File: config.mk
export PLATFORM = sky130hd
export DESIGN_NAME = acb_ram
export DESIGN_NICKNAME = d
export VERILOG_FILES = /design/src/sv/acb_ram.sv
export SDC_FILE = /design/constraint.sdc
export NUM_CORES = 1
export LEC_CHECK = 0
export BUFFER_PORTS_ARGS = -buffer_cell sky130_fd_sc_hd__buf_2
export CAP_MARGIN = 20
export CORE_MARGIN = 2
export CORE_UTILIZATION = 50
export DETAILED_ROUTE_END_ITERATION = 10
export PLACE_DENSITY = 0.67
export SETUP_SLACK_MARGIN = 0.02
export SLEW_MARGIN = 20
export SYNTH_ARGS = -nofsm -noshare
export SYNTH_HDL_FRONTEND = slang
export SYNTH_SLANG_ARGS = --single-unit
File: constraint.sdc
create_clock -name clk -period 4.2 [get_ports clk]
set_clock_uncertainty 0.05 [all_clocks]
set_input_delay 0.21 -clock clk [delete_from_list [all_inputs] [get_ports clk]]
set_output_delay 0.21 -clock clk [all_outputs]
set_load 0.1 [all_outputs]
File: src/sv/acb_ram.sv
// Generic single-write, single-read RAM with registered read data.
module acb_ram #(
  parameter int W = 8,
  parameter int D = 16
) (
  input  logic                 clk,
  input  logic                 we,
  input  logic [$clog2(D)-1:0] waddr,
  input  logic [W-1:0]         wdata,
  input  logic [$clog2(D)-1:0] raddr,
  output logic [W-1:0]         rdata
);

  logic [W-1:0] mem [D];

  always_ff @(posedge clk) begin
    if (we) begin
      mem[waddr] <= wdata;
    end
    rdata <= mem[raddr];
  end

endmodule

Yosys cells after proc, flatten, opt, wreduce, memory -nomap -nowiden --
Memory sizes are Yosys's and may differ from the RTL's. A register that Yosys moved wholly into a read port is not among the register bits. Index checks and enable logic that the tools add are counted. Widths: inputs -> output; s select.
Word-level totals: RAM bits 128, word-level logic and storage cells 3, input bits 18, output and inout bits 8, memories 1, bits in registers 0
Cells by class: mux-type cells 2
Memories:
- mem | depth 16, width 8, read ports 1, clocked after memory_dff 1, write ports 1, RTL line 14 | logic [W-1:0] mem [D];
Operators with widths (count):
- $mux 1 | 2

Longest topological paths before layout --
Gate-level depths: netlist of run 1.
word-level depth 2, mapped depth 5, gate-level depth less buffers 3

Least setup slack after synthesis of run 1 --
No wires, ideal clock.
path type input to register, start point input port waddr[2], end point memory mem[0][0] (enable), library setup time 0.383 ns, buffers on the path 0, data arrival time 1.320 ns, slack 2.447 ns, required time 3.767 ns, cell stages on the path 2, cell sequence or3b_2 nor3_1
RTL lines:
- start, declared | RTL line 8 | input logic [$clog2(D)-1:0] waddr,
- end, declared | RTL line 14
No word-level cell before the write port.

Worst setup path after layout of run 1 --
start point register rdata[7] (read register of mem), end point output port rdata[7]
RTL lines:
- start, declared | RTL line 11 | output logic [W-1:0] rdata
No word-level cell between the ends.

==> results.cfg, run 1 <==
[outcome]
outcome = finished clean

[die]
initial_core_util = 0.508
die_w_um = 105
coreArea_um2 = 10100
ios = 26
fp.dieH_um = 105
dieArea_um2 = 11100
fp-row-count = 37

[synthesis]
synth_top_area_frac = 0.747
synth_area_leader_cell = edfxtp_1
synth_seq_cells = 136
synth.distinct_cells = 19
ys_seq_area_frac = 0.778
avgSynthCellArea_um2 = 22.5
synth_warnings = 0
synthTopCellsByArea = edfxtp_1, mux4_2, mux4_1
synthesis.nets = 247
synthCells = 229
syn-cell-area_um2 = 5150

[clock_network]
clkLatencyLatePin_ns = 0.52
cts_setup_buffers = 0
clkTransAtPathRegs_ns = 0.06
clockBufferDepth = 2
clock-root-buffer = clkbuf_8
cts_buffers = 17
cts_tree = yes
htreeDepth = 4
cts_sinks = 136
cts_hold_buffers = 0
cts-resized-gates = 0

[sta]
fin_tns_setup_ns = 0
final_hold_viol_count = 0
fin_crit_sh = 0.371
fmax_mhz = 641
setup_violations = 0
rsz0062_at_grt = no
tightest_slew_ns = 0.909
fin_crit_ns = 1.56
slew_violations = 0
slew_headroom = 0.392

[power]
power_density_nw_per_um2 = 504
p_leak_nw = 1.95
p_comb_frac = 0.066
seqPwrFrac = 0.515
irDropWorstVdd_mv = 0.240
power.net_switching_uw = 643
p_int_mw = 2.32
p_clk_frac = 0.419
swShare = 0.217

[worst_hold_path]
min_path_cells = 1
min_path_type = in -> reg

[worst_setup_path]
required_ns = 3.94
crit_type = reg -> out
critical_path_arrival_ns = 1.30
crit_chain = buf_2
cp_slowest_cell = buf_2
path_max_fanout = 1
r2r_cells = 3
path_depth = 1
crit_buf_inv = 1
critPathCaptureType = primary output
critical_path.top_delay_family = buffers and inverters
critPathMaxStageDelay_ns = 0.44
start_kind = flip-flop

[place]
dp_cells = 382
port_buffers = 25
gp_congestion = 0.724
dp_hpwl_mm = 5.49

[global_routing]
grt_pass1_wl_mm = 14.1
antenna_found_initial = 0
track_usage = 0.182
overflow = 0
grt_pass1_vias = 2427
grt_max_degree = 33

[layout]
fin_cells = 413
nFillCells = 735
area_growth_syn_to_layout_pct = 14.1
utilization = 0.580
nets = 283
drive_above_1_share = 0.256
num_antenna_cells = 0

[drt]
drtIter0Drc = 113
routed_wl_mm = 9.15
avgViaCountPerCell = 5.64
first_pass_iters = 4
vias = 2330
ant_nets = 0
post-route-drc-count = 0
wl_per_cell_um = 22.1

[flow_run]
maxCapViolCount = 0
flip-flops by register name (all words and copies together) (netlist names):
| signal | flops |
|---|---|
| mem | 128 |
| rdata | 8 |
metal layers:
metal / wire length (µm) / global-route usage / share of wire / vias up
met2: 4560 / 0.280 / 0.50 / 55
met5: 0 / 0 / 0 / -
met3: 344 / 0.0532 / 0.038 / 11
met1: 4100 / 0.246 / 0.45 / 1217
met4: 138 / 0.0714 / 0.015 / 0
li1: - / - / - / 1047
final timing paths:
path                  start        end  slack [ns]
hold / removal     wdata[7]  mem[3][7]        0.03
hold reg to reg   mem[7][2]   rdata[2]        0.62
setup reg to reg  mem[9][4]   rdata[4]        2.82
setup / recovery   rdata[7]   rdata[7]        2.64
power by group through the flow:
stage                     registers [mW]  clock network [mW]  logic, mW
after floorplan                     1.62                   0     0.0770
after global placement              1.55                   0      0.193
after detailed placement            1.55                   0      0.196
after CTS                           1.53                1.26      0.197
after global routing                1.53                1.32      0.206
final                               1.53                1.24      0.194
layout by cell type, fill, tap and decap left out:
cell / count
dfxtp_1: 8
nor2_1: 13
nor2b_1: 1
and2b_1: 1
nand2b_1: 2
clkinv_1: 1
nor3_1: 2
buf_4: 3
or3b_2: 1
buf_2: 24
clkbuf_16: 16
clkbuf_8: 3
clkbuf_1: 7
nor3_2: 2
clkinv_2: 4
nand2_1: 9
mux4_1: 14
edfxtp_1: 128
and2_1: 1
nand3b_1: 2
nand3_1: 1
a22oi_1: 16
mux4_2: 18
cell usage after synthesis:
cell             count
edfxtp_1           128
mux4_2              18
a22oi_1             16
mux4_1              14
nor2_1              13
nand2_1              9
dfxtp_1              8
nor3_1               4
buf_2                3
buf_6                3
clkdlybuf4s25_2      3
nand2b_1             2
nand3b_1             2
and2_1               1
and2b_1              1
buf_4                1
nand3_1              1
nor2b_1              1
or3b_2               1
final cells by class:
cell class	instances	area [µm²]	share of cell area
Sequential cell	136	4000	0.681
Multi-Input combinational cell	83	1070	0.182
Clock buffer	26	468	0.0796
Tap cell	136	170	0.0290
Timing Repair Buffer	27	143	0.0243
Clock inverter	5	23.8	0.00405
metrics by stage:
stage	hold WS (ns)	area, µm²	setup WS (ns)	power (mW)
after CTS	0.00895	5870	2.45	2.98
after global placement	0.546	5380	1.90	1.75
after floorplan	0.259	5150	2.45	1.70
after global routing	0.00901	5880	2.58	3.06
after detailed placement	0.557	5380	1.92	1.75
final	0.0251	5880	2.64	2.96
kinds of logic after synthesis:
| kind of cell | count (synthesis) | share of synthesized area |
|---|---|---|
| multiplexers | 32 | 0.150 |
| buffers and inverters | 10 | 0.0168 |
| flip-flops | 136 | 0.778 |
| AO/OA/AOI/OAI | 16 | 0.0233 |
| AND/OR/NAND/NOR | 35 | 0.0318 |
Note: power is estimated with default switching activity, not from simulation.
==> run 2: changes to the inputs <==
- ABC_AREA: not set -> 1
- PLACE_DENSITY: 0.67 -> 0.7
- clock period: 4.2 -> 1.3 ns (I/O delays scaled with it)
==> results.cfg, run 2 <==
[worst_setup_path]
start_kind = flip-flop
crit_chain = buf_2
critical_path.top_delay_family = buffers and inverters
critical_path_arrival_ns = 1.13
cp_slowest_cell = buf_2
critPathMaxStageDelay_ns = 0.42
required_ns = 1.19
crit_buf_inv = 1
critPathCaptureType = primary output
crit_type = reg -> out
path_max_fanout = 1

[place]
gp_congestion = 0.907
port_buffers = 25
placed_area_um2 = 6150
dp_hpwl_mm = 7.91

[clock_network]
clkLatencyLatePin_ns = 0.41
cts_buffers = 17
cts_tree = yes
cts_sinks = 136
htreeDepth = 4
clkTransAtPathRegs_ns = 0.05
clockBufferDepth = 2
clock-root-buffer = clkbuf_16

[layout]
reg_top3 = mem (128), rdata (8)
fin_area_um2 = 6790
nets = 618
final_common_cell = nand2_1
multi_input_area_um2 = 1210
area_growth_syn_to_layout_pct = 17.7
largest_reg_flops = 128
seq_area_um2 = 4000
largest-register = mem
drive_above_1_share = 0.135
num_antenna_cells = 0
final_cell_mix = nand2_1, edfxtp_1, inv_1, nand3_1, buf_4
nFillCells = 931
utilization = 0.599

[synthesis]
synthTopCellsByCount = nand2_1, edfxtp_1, inv_1, nand3_1, nor2_1
synth_top_area_frac = 0.667
synth_seq_cells = 136
synth.distinct_cells = 12
synthCells = 551
synth_warnings = 0
ys.flop_type = edfxtp_1
synth_area_leader_cell = edfxtp_1
syn-cell-area_um2 = 5770
yosys.cell_count.top_type = nand2_1
ys_seq_area_frac = 0.694
synth_edf_count = 128
synthesis.nets = 569
synthTopCellsByArea = edfxtp_1, nand2_1, nand3_1
ys_async_sr_fraction = 0
avgSynthCellArea_um2 = 10.5

[die]
coreArea_um2 = 11300
dieArea_um2 = 12400
fp-row-count = 39
fp.dieH_um = 111
die_w_um = 111
initial_core_util = 0.509
ios = 26

[sta]
setup_violations = 0
fin_crit_ns = 1.25
final_hold_viol_count = 0
fin_tns_setup_ns = 0
worst_hold_slack_ns = 0.0190
tightest_slew_ns = 0.504
fin_crit_sh = 0.959
rsz0062_at_grt = no
slew_headroom = 0.666
fmax_mhz = 802
slew_violations = 0

[power]
irDropWorstVdd_mv = 1.12
power_density_nw_per_um2 = 1570
p_leak_nw = 2.97

[drt]
vias = 3881
post-route-drc-count = 0
wl_per_cell_um = 16.8
avgViaCountPerCell = 5.13
first_pass_iters = 5
drtIter0Drc = 354
routed_wl_mm = 12.7
ant_nets = 0

[flow_run]
maxCapViolCount = 0

[worst_hold_path]
min_path_type = in -> reg

[global_routing]
grt_max_degree = 46
grt_pass1_wl_mm = 20.1
antenna_found_initial = 0
overflow = 0
track_usage = 0.216
grt_pass1_vias = 3755

[outcome]
outcome = finished clean
==> run 2: per-layer routing <==
metal	track usage	vias up	wire, µm
li1	-	1870	-
met2	0.341	122	6170
met5	0	-	0
met4	0.0823	0	335
met1	0.295	1861	5420
met3	0.0506	28	744
==> run 2: final cells by class <==
type | instances | area share
inverters | 102 | 0.0564
multi-input cells | 289 | 0.179
repair buffers | 54 | 0.0586
clock inverters | 15 | 0.0269
clock buffers | 17 | 0.0627
flip-flops and latches | 136 | 0.590
well taps | 143 | 0.0264
==> run 2: repair_timing <==
item | 4_1_cts | 5_1_grt
resized for setup | 4 | 2
setup endpoints to repair | 4 | 2
endpoints found under the hold margin | 5 | 0
buffers inserted | 0 | 0
hold buffers | 1 | 0
==> run 2: logic make-up (layout without fill, tap and decap cells) <==
family,Yosys count,count (layout),synth area share
buffers and inverters,126,188,0.0952
and+or+nand+nor,289,289,0.210
DFF,136,136,0.694
==> run 2: worst paths after layout <==
check              endpoint        from  slack [ns]  depth (start not counted)
setup / recovery   rdata[5]    rdata[5]        0.05                          1
hold / removal    mem[7][2]    wdata[2]        0.02                          1
setup reg to reg   rdata[2]   mem[1][2]        0.22                          6
hold reg to reg    rdata[7]  mem[10][7]        0.62                          6
==> run 2: report_power, final <==
| part | internal [mW] | switching (mW) | total, mW |
|---|---|---|---|
| logic | 0.211 | 0.629 | 0.839 |
| clock network | 3.18 | 1.72 | 4.90 |
| registers | 4.90 | 0.0296 | 4.93 |
| total | 8.29 | 2.38 | 10.7 |
==> run 2: stage by stage <==
stage | std cells | setup slack [ns] | power [mW]
4_1_cts | 756 | 0.0290 | 10.7
6_report | 756 | 0.0536 | 10.7
5_1_grt | 756 | 0.0239 | 11.0
3_5_place_dp | 723 | 0.104 | 5.84
3_3_place_gp | 723 | 0.157 | 5.83
2_1_floorplan | 551 | 0.234 | 5.57
==> run 3: changes to the inputs <==
- CELL_PAD_IN_SITES_DETAIL_PLACEMENT: not set -> 1
- CELL_PAD_IN_SITES_GLOBAL_PLACEMENT: not set -> 1
- CORE_UTILIZATION: 50 -> 44
- PLACE_DENSITY: 0.7 -> not set
- PLACE_DENSITY_LB_ADDON: not set -> 0.1
==> results.cfg, run 3 (synthesis results as in run 2) <==
[worst_setup_path]
crit_chain = buf_2
path_max_fanout = 1
crit_buf_inv = 1
cp_slowest_cell = buf_2
start_kind = flip-flop
critical_path_arrival_ns = 1.14
critPathCaptureType = primary output
required_ns = 1.19
critPathMaxStageDelay_ns = 0.41
critical_path.top_delay_family = buffers and inverters
crit_type = reg -> out

[die]
dieArea_um2 = 14000
fp-row-count = 41
ios = 26
initial_core_util = 0.453
fp.dieH_um = 118
die_w_um = 118
coreArea_um2 = 12700

[power]
p_int_mw = 8.47
irDropWorstVdd_mv = 1.02
swShare = 0.219
p_comb_frac = 0.080
seqPwrFrac = 0.456
power_density_nw_per_um2 = 1590
power.net_switching_mw = 2.38
post-layout-total-power_mw = 10.8
p_clk_frac = 0.465
p_leak_nw = 2.98

[layout]
nets = 617
final_cell_mix = nand2_1, edfxtp_1, inv_1, nand3_1, buf_4
utilization = 0.537
reg_top3 = mem (128), rdata (8)
final_common_cell = nand2_1
largest-register = mem
nFillCells = 1443
largest_reg_flops = 128
area_growth_syn_to_layout_pct = 18.5
num_antenna_cells = 0
drive_above_1_share = 0.126

[sta]
fmax_mhz = 800
slew_violations = 0
fin_crit_ns = 1.25
setup_violations = 0
rsz0062_at_grt = no
fin_crit_sh = 0.962
final_hold_viol_count = 0
fin_tns_setup_ns = 0
tightest_slew_ns = 0.489
slew_headroom = 0.676

[place]
dp_hpwl_mm = 9.43
port_buffers = 25
gp_congestion = 0.789

[drt]
wl_per_cell_um = 18.8
avgViaCountPerCell = 5.04
post-route-drc-count = 0
drtIter0Drc = 312
routed_wl_mm = 14.7
ant_nets = 0
vias = 3955
first_pass_iters = 5

[clock_network]
clock-root-buffer = clkbuf_16
clkLatencyLatePin_ns = 0.42
clkTransAtPathRegs_ns = 0.06
cts_buffers = 17
htreeDepth = 4
clockBufferDepth = 2
cts_sinks = 136
cts_tree = yes

[global_routing]
grt_max_degree = 65
overflow = 0
antenna_found_initial = 0
track_usage = 0.225
grt_pass1_vias = 4047
grt_pass1_wl_mm = 23.1

[flow_run]
maxCapViolCount = 0

[worst_hold_path]
min_path_type = in -> reg

[outcome]
outcome = finished clean
-- run 3: changes by cell type in the layout (fill, tap and decap cells not counted), moves of 2 or more --
cell        previous run  this run
buf_4                 29        27
clkbuf_4               2         0
clkbuf_1               0         2
clkinv_1               4         6
clkinvlp_4             2         0
-- run 3: power groups by stage --
stage,combinational (mW),clock (mW),sequential [mW]
floorplan,0.346,0,5.22
global placement,0.834,0,5.03
detailed placement,0.853,0,5.03
CTS,0.873,5.12,4.94
global route,0.935,5.29,4.95
finish,0.863,5.04,4.94
-- run 3: area by class of cell --
cell class	count	area (µm²)	area share
inverters	102	383	0.0560
well taps	172	215	0.0315
multi-input cells	289	1210	0.178
flip-flops and latches	136	4000	0.586
clock buffers	19	433	0.0633
repair buffers	53	403	0.0590
clock inverters	13	183	0.0267
-- run 3: path summary, 6_finish.rpt --
check	startpoint	endpoint	slack, ns	cells past startpoint
max	rdata[7]	rdata[7]	0.05	1
max reg2reg	mem[10][5]	rdata[5]	0.17	6
min reg2reg	mem[14][4]	rdata[4]	0.63	6
min	wdata[4]	mem[14][4]	0.03	1
-- run 3: per-layer routing --
layer  vias to the layer above  wire (µm)  global-route usage
li1                       1868          -                   -
met1                      1971       6950               0.316
met2                        96       6830               0.349
met3                        20        663              0.0391
met4                         0        282              0.0878
met5                         -          0                   0
-- run 3: stage by stage --
stage / worst slack, ns / instances / instance area [µm²] / hold slack [ns]
floorplan: 0.234 / 551 / 5770 / 0.114
global placement: 0.0874 / 750 / 6190 / 0.399
detailed placement: 0.0630 / 750 / 6190 / 0.407
CTS: 0.0237 / 784 / 6830 / 0.0109
global route: 0.0244 / 784 / 6830 / 0.0209
finish: 0.0492 / 784 / 6830 / 0.0325
-- run 3: repair_timing --
item | 4_1_cts | 5_1_grt
resized for setup | 5 | 0
hold buffers | 2 | 0
setup endpoints to repair | 5 | 0
buffers inserted | 0 | 0
endpoints found under the hold margin | 5 | 0
